==> src/sv/fls_pkg.sv <==
package fls_pkg;

    // Widths of the word fields
    localparam int DATA_W        = 32;
    localparam int FAULT_BITS_DEF = 32;

    // Event codes
    localparam logic [2:0] ACT_BMS_FAULT = 3'd0;
    localparam logic [2:0] ACT_HV_FAULT  = 3'd1;
    localparam logic [2:0] ACT_WARNING   = 3'd2;
    localparam logic [2:0] ACT_CRITICAL  = 3'd3;
    localparam logic [2:0] ACT_STARTUP   = 3'd4;
    localparam logic [2:0] ACT_HV_RUN    = 3'd5;
    localparam logic [2:0] ACT_ACK       = 3'd6;
    localparam logic [2:0] ACT_STATUS    = 3'd7;

    // Reported system state codes
    localparam logic [2:0] SYS_CRITICAL = 3'd0;
    localparam logic [2:0] SYS_ERROR    = 3'd1;
    localparam logic [2:0] SYS_STARTING = 3'd2;
    localparam logic [2:0] SYS_READY    = 3'd3;
    localparam logic [2:0] SYS_RUNNING  = 3'd4;

    typedef struct packed {
        logic [2:0] action;
        logic [4:0] bit_index;
        logic       level;
    } t_in_word;

    typedef struct packed {
        logic [DATA_W-1:0] bms_active_out;
        logic [DATA_W-1:0] bms_latched_out;
        logic [DATA_W-1:0] hv_active_out;
        logic [DATA_W-1:0] hv_latched_out;
        logic [DATA_W-1:0] warnings_out;
        logic [2:0]        system_state;
        logic              safe_off_pulse;
        logic              ack_accepted;
        logic              hv_enable_allowed;
        logic              blocking_errors;
    } t_out_word;

endpackage

==> src/sv/fls_core.sv <==
module fls_core #(
    parameter int FAULT_BITS = fls_pkg::FAULT_BITS_DEF
) (
    input  logic              i_clk,
    input  logic              i_rst_n,
    input  logic              i_en,
    input  fls_pkg::t_in_word i_word,
    output fls_pkg::t_out_word o_result
);

    logic [FAULT_BITS-1:0] r_bms_act, n_bms_act;
    logic [FAULT_BITS-1:0] r_bms_lat, n_bms_lat;
    logic [FAULT_BITS-1:0] r_hv_act, n_hv_act;
    logic [FAULT_BITS-1:0] r_hv_lat, n_hv_lat;
    logic [FAULT_BITS-1:0] r_warn, n_warn;
    logic                  r_crit, n_crit;
    logic                  r_start, n_start;
    logic                  r_hv_on, n_hv_on;

    logic                  in_range;
    logic [FAULT_BITS-1:0] bit_sel;
    logic                  pulse;
    logic                  acked;
    logic                  any_fault;
    logic [2:0]            sys_st;

    // Decode the selected bit
    assign in_range = (32'(i_word.bit_index) < FAULT_BITS);
    assign bit_sel  = in_range ? ((FAULT_BITS)'(1) << i_word.bit_index) : '0;

    // Apply the event to the current state
    always_comb begin
        n_bms_act = r_bms_act;
        n_bms_lat = r_bms_lat;
        n_hv_act  = r_hv_act;
        n_hv_lat  = r_hv_lat;
        n_warn    = r_warn;
        n_crit    = r_crit;
        n_start   = r_start;
        n_hv_on   = r_hv_on;
        pulse     = 1'b0;
        acked     = 1'b0;
        unique case (i_word.action)
            fls_pkg::ACT_BMS_FAULT: begin
                if (i_word.level) begin
                    pulse     = in_range && ((r_bms_act & bit_sel) == '0);
                    n_bms_act = r_bms_act | bit_sel;
                    n_bms_lat = r_bms_lat | bit_sel;
                end else begin
                    n_bms_act = r_bms_act & ~bit_sel;
                end
            end
            fls_pkg::ACT_HV_FAULT: begin
                if (i_word.level) begin
                    pulse    = in_range && ((r_hv_act & bit_sel) == '0);
                    n_hv_act = r_hv_act | bit_sel;
                    n_hv_lat = r_hv_lat | bit_sel;
                end else begin
                    n_hv_act = r_hv_act & ~bit_sel;
                end
            end
            fls_pkg::ACT_WARNING: begin
                if (i_word.level) begin
                    n_warn = r_warn | bit_sel;
                end else begin
                    n_warn = r_warn & ~bit_sel;
                end
            end
            fls_pkg::ACT_CRITICAL: begin
                n_crit = 1'b1;
                pulse  = 1'b1;
            end
            fls_pkg::ACT_STARTUP: begin
                n_start = i_word.level;
            end
            fls_pkg::ACT_HV_RUN: begin
                n_hv_on = i_word.level;
            end
            fls_pkg::ACT_ACK: begin
                if (!r_crit && ((r_bms_act | r_hv_act) == '0)) begin
                    n_bms_lat = '0;
                    n_hv_lat  = '0;
                    n_warn    = '0;
                    acked     = 1'b1;
                end
            end
            fls_pkg::ACT_STATUS: begin
            end
            default: begin
            end
        endcase
    end

    // Derive the reported state from the updated masks
    assign any_fault = ((n_bms_act | n_bms_lat | n_hv_act | n_hv_lat) != '0);

    always_comb begin
        if (n_crit) begin
            sys_st = fls_pkg::SYS_CRITICAL;
        end else if (any_fault) begin
            sys_st = fls_pkg::SYS_ERROR;
        end else if (!n_start) begin
            sys_st = fls_pkg::SYS_STARTING;
        end else if (n_hv_on) begin
            sys_st = fls_pkg::SYS_RUNNING;
        end else begin
            sys_st = fls_pkg::SYS_READY;
        end
    end

    // Build the result word
    always_comb begin
        o_result.bms_active_out    = fls_pkg::DATA_W'(n_bms_act);
        o_result.bms_latched_out   = fls_pkg::DATA_W'(n_bms_lat);
        o_result.hv_active_out     = fls_pkg::DATA_W'(n_hv_act);
        o_result.hv_latched_out    = fls_pkg::DATA_W'(n_hv_lat);
        o_result.warnings_out      = fls_pkg::DATA_W'(n_warn);
        o_result.system_state      = sys_st;
        o_result.safe_off_pulse    = pulse;
        o_result.ack_accepted      = acked;
        o_result.hv_enable_allowed = !n_crit && n_start && !any_fault;
        o_result.blocking_errors   = n_crit || any_fault;
    end

    // Commit the state when the word moves to the result register
    always_ff @(posedge i_clk) begin
        if (!i_rst_n) begin
            r_bms_act <= '0;
            r_bms_lat <= '0;
            r_hv_act  <= '0;
            r_hv_lat  <= '0;
            r_warn    <= '0;
            r_crit    <= 1'b0;
            r_start   <= 1'b0;
            r_hv_on   <= 1'b0;
        end else if (i_en) begin
            r_bms_act <= n_bms_act;
            r_bms_lat <= n_bms_lat;
            r_hv_act  <= n_hv_act;
            r_hv_lat  <= n_hv_lat;
            r_warn    <= n_warn;
            r_crit    <= n_crit;
            r_start   <= n_start;
            r_hv_on   <= n_hv_on;
        end
    end

    // Latched masks always cover the active ones
    a_lat_covers_act: assert property (@(posedge i_clk) disable iff (!i_rst_n)
        ((r_bms_act & ~r_bms_lat) == '0) && ((r_hv_act & ~r_hv_lat) == '0))
        else $error("active fault bit without latched bit");

    // Critical is left only by reset
    a_crit_sticky: assert property (@(posedge i_clk) disable iff (!i_rst_n)
        r_crit |=> r_crit)
        else $error("critical flag dropped");

    // An accepted acknowledge leaves no latch behind
    a_ack_clears: assert property (@(posedge i_clk) disable iff (!i_rst_n)
        (i_en && acked) |=> (r_bms_lat == '0) && (r_hv_lat == '0) && (r_warn == '0))
        else $error("acknowledge left latched bits");

endmodule

==> src/sv/fault_latch_supervisor.sv <==
// Fault latch supervisor.
// Input channel: i_valid / o_stall carry one event word (action, bit_index,
// level). A word is taken at a rising edge with i_valid high and o_stall low.
// Output channel: o_valid / i_stall carry one result word per event with the
// fault masks, warnings and derived system state after that event.
// A taken word passes from the input register through the state update into
// the result register, and waits while a stalled result holds that slot.
// Throughput: one event per cycle while i_stall is low, set by the single
// state update that each word performs as it enters the result register.
// The block holds one word in the input register while a result waits, so
// it keeps taking words until both registers are full; then o_stall rises
// and nothing moves until i_stall drops. Held words and results stay stable.
// Reset (synchronous, active low) clears all masks and flags and empties
// both registers.
module fault_latch_supervisor #(
    parameter int FAULT_BITS = fls_pkg::FAULT_BITS_DEF
) (
    input  logic               i_clk,
    input  logic               i_rst_n,
    input  logic               i_valid,
    output logic               o_stall,
    input  fls_pkg::t_in_word  i_word,
    output logic               o_valid,
    input  logic               i_stall,
    output fls_pkg::t_out_word o_word
);

    logic               r_in_valid;
    fls_pkg::t_in_word  r_in;
    logic               r_out_valid;
    fls_pkg::t_out_word r_out;
    fls_pkg::t_out_word result;
    logic               adv_out;
    logic               load_in;

    // Move the held word into the result register when that slot frees up
    assign adv_out = r_in_valid && (!r_out_valid || !i_stall);
    assign o_stall = r_in_valid && !adv_out;
    assign load_in = i_valid && !o_stall;

    fls_core #(
        .FAULT_BITS(FAULT_BITS)
    ) u_core (
        .i_clk   (i_clk),
        .i_rst_n (i_rst_n),
        .i_en    (adv_out),
        .i_word  (r_in),
        .o_result(result)
    );

    // Input register
    always_ff @(posedge i_clk) begin
        if (!i_rst_n) begin
            r_in_valid <= 1'b0;
        end else if (load_in) begin
            r_in_valid <= 1'b1;
        end else if (adv_out) begin
            r_in_valid <= 1'b0;
        end
    end

    always_ff @(posedge i_clk) begin
        if (load_in) begin
            r_in <= i_word;
        end
    end

    // Result register
    always_ff @(posedge i_clk) begin
        if (!i_rst_n) begin
            r_out_valid <= 1'b0;
        end else if (adv_out) begin
            r_out_valid <= 1'b1;
        end else if (!i_stall) begin
            r_out_valid <= 1'b0;
        end
    end

    always_ff @(posedge i_clk) begin
        if (adv_out) begin
            r_out <= result;
        end
    end

    assign o_valid = r_out_valid;
    assign o_word  = r_out;

    // Stall only when a word is held that cannot move on
    a_stall_needs_word: assert property (@(posedge i_clk) disable iff (!i_rst_n)
        o_stall |-> (r_in_valid && r_out_valid && i_stall))
        else $error("stall raised with a free slot");

    // Allowed to enable high voltage means nothing is blocking
    a_hv_vs_block: assert property (@(posedge i_clk) disable iff (!i_rst_n)
        o_valid |-> !(o_word.hv_enable_allowed && o_word.blocking_errors))
        else $error("enable allowed while blocking errors exist");

    // Accepted acknowledge reports no faults at all
    a_ack_state: assert property (@(posedge i_clk) disable iff (!i_rst_n)
        (o_valid && o_word.ack_accepted) |->
            (o_word.system_state != fls_pkg::SYS_CRITICAL) &&
            (o_word.system_state != fls_pkg::SYS_ERROR))
        else $error("acknowledge accepted in a fault state");

endmodule

==> config.mk <==
export PLATFORM = sky130hd
export DESIGN_NAME = fault_latch_supervisor
export DESIGN_NICKNAME = d
export VERILOG_FILES = /design/src/sv/fls_pkg.sv /design/src/sv/fls_core.sv /design/src/sv/fault_latch_supervisor.sv
export SDC_FILE = /design/constraint.sdc
export NUM_CORES = 1
export LEC_CHECK = 0
export BUFFER_PORTS_ARGS = -buffer_cell sky130_fd_sc_hd__clkbuf_2
export CAP_MARGIN = 40
export CORE_ASPECT_RATIO = 1.2
export CORE_UTILIZATION = 53
export CTS_CLUSTER_DIAMETER = 30
export DETAILED_ROUTE_END_ITERATION = 16
export PLACE_DENSITY_LB_ADDON = 0.05
export SETUP_SLACK_MARGIN = 0.3
export SYNTH_ARGS = -nofsm -noshare
export SYNTH_HDL_FRONTEND = slang
export SYNTH_SLANG_ARGS = --single-unit
export TNS_END_PERCENT = 50
==> constraint.sdc <==
create_clock -name i_clk -period 6.45 [get_ports i_clk]
set_input_delay 0.645 -clock i_clk [delete_from_list [all_inputs] [get_ports i_clk]]
set_output_delay 0.645 -clock i_clk [all_outputs]
set_load 0.05 [all_outputs]
==> reports/qor.csv, run 1 <==
stage,metric,value,unit
clocking,CTS max path bufs,3,
placed_design,DP HPWL,45270,um
logic_synthesis,most frequent cells after synthesis,"236 x nor2_1, 231 x nand2_1, 176 x edfxtp_1, 165 x dfxtp_1, 148 x o21ai_0",
hold_path,Worst Hold Path Cells,1,
critical_path,CP endpoint kind,flip-flop,
logic_synthesis,Yosys top cell by area,edfxtp_1,
critical_path,FF-to-FF setup slack,1.88,ns
logic_synthesis,Synth area leaders,"edfxtp_1 32%, dfxtp_1 20%, nor2_1 5.4%",
logic_synthesis,Ys Warns,0,
job,max-cap violation count,0,
finish,post-route cell area,19960,sq um
route,first-pass detailed-route iteration total,6,
global_route,met3 usage,8.003,%
hold_path,WHS Endpoint,r_in[0],
global_route,"Most Used Layer, Global Route",met2,
global_route,largest net degree at the start of global routing,85,
logic_synthesis,mean area per synthesized cell,9.308,sq um
global_route,vias in the first global route,14455,
timing,clock skew,0.03843,ns
timing,Slew Limit Fails,0,
placed_design,Placer Congestion,0.9977,
finish,ratio of cells with drive above 1 in the final layout,19.39,%
floorplan,Ports,182,
finish,Area Growth Syn to Fin,21.92,%
global_route,M1 GR Usage,51.82,%
route,routed length per instance,27.49,um
global_route,first-pass GRT wire length,93860,um
logic_synthesis,sequential area share after synthesis,52.45,%
logic_synthesis,number of synthesized flops with an enable pin,176,
logic_synthesis,Main synth FF type,edfxtp_1,
clocking,Clock Sinks,341,
timing,Final setup viols,0,
critical_path,Reg2Reg Depth,8,
logic_synthesis,Syn Inst Count,1759,
logic_synthesis,top-area cell type share of the netlist area,32.28,%
global_route,Overflow after GRT,0,
floorplan,Die Span Y,194.5,um
critical_path,slowest CP cell,edfxtp_1,
route,Vias,15592,
hold_path,HP Start,i_word[0],
placed_design,placed inst area,17850,sq um
critical_path,critical path class,flip-flop to flip-flop,
clocking,H-tree depth,2,
route,Antenna Nets Post-Route,0,
critical_path,reg2reg end,o_word[0],
critical_path,crit path max fanout,29,
power_and_ir_drop,maximum VDD drop,0.3233,mV
timing,RSZ-0062 raised after global routing,no,
placed_design,Worst Setup Slack post-DPL,2.132,ns
logic_synthesis,syn_nets,1772,
route,drt drc,0,
logic_synthesis,netlist area before placement,16370,sq um
floorplan,Initial Utilization,53.87,%
global_route,All-Layer GR Usage,40.63,%
power_and_ir_drop,total power,6.374,mW
critical_path,Worst EP required,6.80,ns
clocking,CTS tree,built,
global_route,met2 Use GR,63.58,%
floorplan,Core ar.,30390,sq um
route,DR vias/cell,6.629,
logic_synthesis,"FF+latch count, synth",341,
finish,Final nets,1921,
clocking,"Clk Latency, worst-skew pair",0.61,ns
critical_path,CP Data Arrival Time,4.92,ns
timing,Slew @ Worst Pin,0.9762,ns
critical_path,worst-path cell chain,"buf_4, and3b_1, nand3_1, mux2_2, nor4_1, nand4_1, or4b_1, or2_1",
floorplan,die width,162.5,um
critical_path,crit start category,flip-flop,
status,status,"complete, no violations",
floorplan,die area,31600,sq um
critical_path,worst r2r src,r_in[1],
hold_path,Hold Path Class,primary input to flip-flop,
floorplan,row count,70,
critical_path,CP max stage delay,0.92,ns
global_route,initial antenna violation count,0,
power_and_ir_drop,total power divided by cell area,319.3,nW/um^2
clocking,postcts setup bufs,0,
clocking,post-CTS sizing,0,
logic_synthesis,asr flop ratio synth,0,%
power_and_ir_drop,P_leak,7.547,nW
route,initial DRC count,2265,
timing,Fin Hold WS,0.2128,ns
timing,setup ws final,1.875,ns
clocking,root buffer selected by CTS,clkbuf_16,
finish,fillers,2354,
placed_design,port bufs,181,
route,final WL,64650,um
clocking,clock-pin slew on the worst setup and hold paths,0.06,ns
timing,Final Hold Viols,0,
logic_synthesis,Yosys cell types,74,
timing,Fmax achieved,218.6,MHz
timing,relative slew slack,34.56,%
clocking,TritonCTS Buffers,56,
timing,Final TNS setup,0,ns
timing,Final Cycle Share,70.93,%
logic_synthesis,"count leader, synth",nor2_1,
timing,fin crit period,4.575,ns
clocking,hold buffers post-CTS,0,
## worst max-delay path: cells and delay by family (launching register included)
family,cells,cell delay [ns]
multiplexers,1,0.34
AND/OR/NAND/NOR,6,2.57
flip-flops,1,0.92
buffers and inverters,1,0.47
## routing by layer
| metal | wire (um) | vias up | share of wire (%) |
|---|---|---|---|
| met3 | 6407 | 256 | 9.9 |
| met5 | 0 | - | 0 |
| met1 | 24160 | 7539 | 37 |
| met4 | 4217 | 0 | 6.5 |
| li1 | - | 6730 | - |
| met2 | 29870 | 1067 | 46 |
## final cells by class
cell class | count | area [sq um] | area share [%]
Sequential cell | 341 | 8588 | 43.02
Inverter | 23 | 93.84 | 0.4701
Timing Repair Buffer | 235 | 1479 | 7.408
Antenna cell | 1 | 2.502 | 0.01254
Clock buffer | 64 | 1481 | 7.421
Clock inverter | 41 | 626.9 | 3.140
Tap cell | 396 | 495.5 | 2.482
Multi-Input combinational cell | 1251 | 7196 | 36.05
## placed cells by master, fill, tap and decap left out, drive strengths merged, types with 5 or more instances in the layout
| cell | Yosys | final |
|---|---|---|
| a21boi | 58 | 58 |
| a21oi | 54 | 54 |
| a22o | 33 | 33 |
| a22oi | 15 | 15 |
| a31oi | 11 | 11 |
| a32oi | 8 | 8 |
| and2 | 25 | 25 |
| and3 | 7 | 7 |
| buf | 33 | 54 |
| bufinv | 0 | 10 |
| clkbuf | 111 | 244 |
| clkinv | 1 | 15 |
| dfxtp | 165 | 165 |
| edfxtp | 176 | 176 |
| inv | 22 | 35 |
| mux2 | 16 | 16 |
| mux2i | 18 | 18 |
| nand2 | 231 | 231 |
| nand2b | 20 | 20 |
| nand3 | 45 | 45 |
| nand4 | 23 | 23 |
| nor2 | 236 | 236 |
| nor2b | 8 | 8 |
| nor3 | 26 | 26 |
| nor3b | 49 | 49 |
| nor4 | 43 | 43 |
| nor4b | 6 | 6 |
| o211a | 21 | 21 |
| o21ai | 151 | 151 |
| o2bb2ai | 8 | 8 |
| o31ai | 45 | 45 |
| or2 | 5 | 5 |
| or3 | 7 | 7 |
| or4 | 14 | 14 |
## report_power, final
| group | leakage (nW) | internal (mW) | total (mW) | switching [mW] |
|---|---|---|---|---|
| Combinational | 3.52 | 0.161 | 0.640 | 0.479 |
| Clock | 1.01 | 2.10 | 3.28 | 1.18 |
| Sequential | 3.02 | 2.36 | 2.45 | 0.0903 |
## logic make-up (layout without fill, tap and decap cells)
kind of cell    Yosys count  in the layout  share of synthesized area [%]
compound gates          445            445                          18.07
other cells               0              1                              0
xor+xnor                  3              3                         0.1605
flops                   341            341                          52.45
buf+inv                 167            363                          4.004
mux                      34             34                          2.201
simple gates            769            769                          23.12
## worst max path at each step
stage	startpoint	end	slack [ns]	cells past startpoint
floorplan	i_stall	o_word[0]	2.63	5
global placement	r_in[4]	o_word[4]	2.14	8
detailed placement	r_in[1]	o_word[0]	2.13	8
CTS	r_in[1]	o_word[0]	2.12	8
global route	r_in[2]	o_word[4]	1.87	8
finish	r_in[1]	o_word[0]	1.88	8
## per-stage QoR
| step | cells | utilization, % |
|---|---|---|
| after floorplan | 1759 | - |
| after global placement | 2228 | 57.73 |
| after detailed placement | 2245 | 58.72 |
| after CTS | 2350 | 65.66 |
| after global routing | 2351 | 65.68 |
| final | 2352 | 65.69 |
## sequential cells by signal, summed over array words and instances (netlist names)
name              flops
u_core.r_hv_act      32
u_core.r_crit         1
u_core.r_bms_act     32
u_core.r_hv_on        1
u_core.r_hv_lat      32
o_valid               1
u_core.r_warn        32
r_in                  9
u_core.r_bms_lat     32
r_in_valid            1
o_word              167
u_core.r_start        1
No activity file was read; power rests on OpenSTA's default activity.
==> inputs of run 2 (changes only) <==
==> constraint.sdc (replaced) <==
create_clock -name i_clk -period 3.9 [get_ports i_clk]
set_input_delay 0.39 -clock i_clk [delete_from_list [all_inputs] [get_ports i_clk]]
set_output_delay 0.39 -clock i_clk [all_outputs]
set_load 0.05 [all_outputs]
==> run 2 against run 1 <==
Worst setup slack worse by 1.5 ns. Die area unchanged. Utilization increased by 2.1 points. Fmax increased by 31%.
==> reports/qor.csv, run 2 (synthesized netlist as in run 1, its figures left out) <==
stage,metric,value,unit
critical_path,worst r2r src,r_in[6],
global_route,largest net degree at the start of global routing,96,
route,Antenna Nets Post-Route,0,
finish,Post-Layout Cell Count,2453,
route,Vias,15973,
floorplan,Core ar.,30390,sq um
clocking,"Clk Latency, worst-skew pair",0.60,ns
floorplan,Ports,182,
global_route,vias in the first global route,15267,
finish,"commonest non-fill, non-tap cell in the layout",nor2_1,
floorplan,row count,70,
clocking,TritonCTS Buffers,58,
timing,Fmax achieved,286.9,MHz
power_and_ir_drop,P_leak,7.977,nW
timing,Final Hold Viols,0,
hold_path,Hold Path Class,primary input to flip-flop,
clocking,CTS tree,built,
floorplan,Die Span Y,194.5,um
finish,ratio of cells with drive above 1 in the final layout,22.70,%
critical_path,Critical path origin,r_in[6],
route,initial DRC count,2297,
finish,Area Growth Syn to Fin,25.88,%
finish,antenna diode count,0,
timing,Final TNS setup,0,ns
clocking,clock-pin slew on the worst setup and hold paths,0.06,ns
timing,clock skew,0.01788,ns
finish,"commonest cells after routing, fill and taps aside","236 x nor2_1, 230 x nand2_1, 180 x clkbuf_2",
timing,Slew Limit Fails,0,
critical_path,CP endpoint kind,flip-flop,
route,routed length per instance,27.73,um
global_route,initial antenna violation count,1,
floorplan,die area,31600,sq um
global_route,All-Layer GR Usage,42.68,%
critical_path,Worst EP required,4.25,ns
placed_design,Worst Setup Slack post-DPL,0.4422,ns
clocking,H-tree depth,2,
power_and_ir_drop,total power divided by cell area,512.3,nW/um^2
clocking,Clock Sinks,341,
clocking,CTS max path bufs,3,
floorplan,die width,162.5,um
critical_path,crit start category,flip-flop,
placed_design,port bufs,181,
timing,setup ws final,0.4149,ns
route,drt drc,0,
global_route,Overflow after GRT,0,
power_and_ir_drop,maximum VDD drop,0.5476,mV
critical_path,Worst path top cell family by delay,simple AND/OR/NAND/NOR gates,
critical_path,slowest CP cell,or4b_1,
route,first-pass detailed-route iteration total,6,
critical_path,CP max stage delay,0.77,ns
timing,fin crit period,3.485,ns
hold_path,HP Start,i_valid,
job,max-cap violation count,0,
finish,Final nets,2020,
floorplan,Initial Utilization,53.87,%
critical_path,critical path class,flip-flop to flip-flop,
timing,relative slew slack,37.49,%
timing,Final setup viols,0,
finish,Largest register FFs,167,
critical_path,crit path max fanout,14,
critical_path,"Buf+Inv Stages, Crit Path",0,
timing,Final Cycle Share,89.36,%
timing,RSZ-0062 raised after global routing,no,
critical_path,CP Data Arrival Time,3.83,ns
status,status,"complete, no violations",
global_route,first-pass GRT wire length,98330,um
placed_design,DP HPWL,47620,um
placed_design,Placer Congestion,1.016,
route,final WL,68010,um
critical_path,worst-path cell chain,"or4b_1, or3_1, a211o_1, a22oi_1, nand4_1, or4_4, o31a_1",
finish,Layout Utilization,67.82,%
route,DR vias/cell,6.512,
placed_design,placed cells,2326,
timing,Slew @ Worst Pin,0.9343,ns
clocking,root buffer selected by CTS,clkbuf_16,
run 2: path summary, 6_finish.rpt:
kind,end,slack [ns],depth (start not counted)
hold reg to reg,u_core.r_bms_lat[12],0.48,2
setup reg to reg,o_word[4],0.41,7
setup / recovery,o_word[4],0.41,7
hold / removal,r_in_valid,0.04,2
run 2: cell type report:
| type | instances | area [sq um] |
|---|---|---|
| Fill cell | 2270 | 9781 |
| Sequential cell | 341 | 8588 |
| Multi-Input combinational cell | 1251 | 7168 |
| Timing Repair Buffer | 332 | 2160 |
| Clock buffer | 60 | 1469 |
| Clock inverter | 50 | 636.9 |
| Tap cell | 396 | 495.5 |
| Inverter | 23 | 93.84 |
run 2: timing repair:
action	CTS	global route
setup buffers	0	8
gates resized for setup	0	0
endpoints found under the hold margin	9	0
setup endpoints to repair	0	2
hold buffers	9	0
run 2: metal layers:
layer / up-vias / wire length, um / part of all wire (%) / global-route usage (%)
li1: 6945 / - / - / -
met1: 7646 / 24840 / 37 / 51.86
met2: 1081 / 31150 / 46 / 66.90
met4: 2 / 5304 / 7.8 / 29.25
met3: 299 / 6710 / 9.9 / 9.987
met5: - / 8 / 0.012 / 0
run 2: where the power goes:
| part | internal (mW) | switching [mW] |
|---|---|---|
| clock network | 3.28 | 2.09 |
| logic | 0.310 | 0.836 |
| registers | 3.91 | 0.132 |
run 2: through the flow:
stage / area [sq um] / power, mW / hold WS, ns
floorplan: 16380 / 4.780 / 0.4512
global placement: 18320 / 5.193 / 0.4619
detailed placement: 18360 / 5.205 / 0.4695
CTS: 20550 / 10.53 / 0.03573
global route: 20610 / 10.77 / 0.03452
finish: 20610 / 10.56 / 0.03584
run 2: worst register-to-register path, delay by kind of cell (launching register included):
| family | cells | cell delay [ns] |
|---|---|---|
| AOI/OAI and AO/OA | 3 | 0.81 |
| DFF | 1 | 0.62 |
| and+or+nand+nor | 4 | 1.82 |
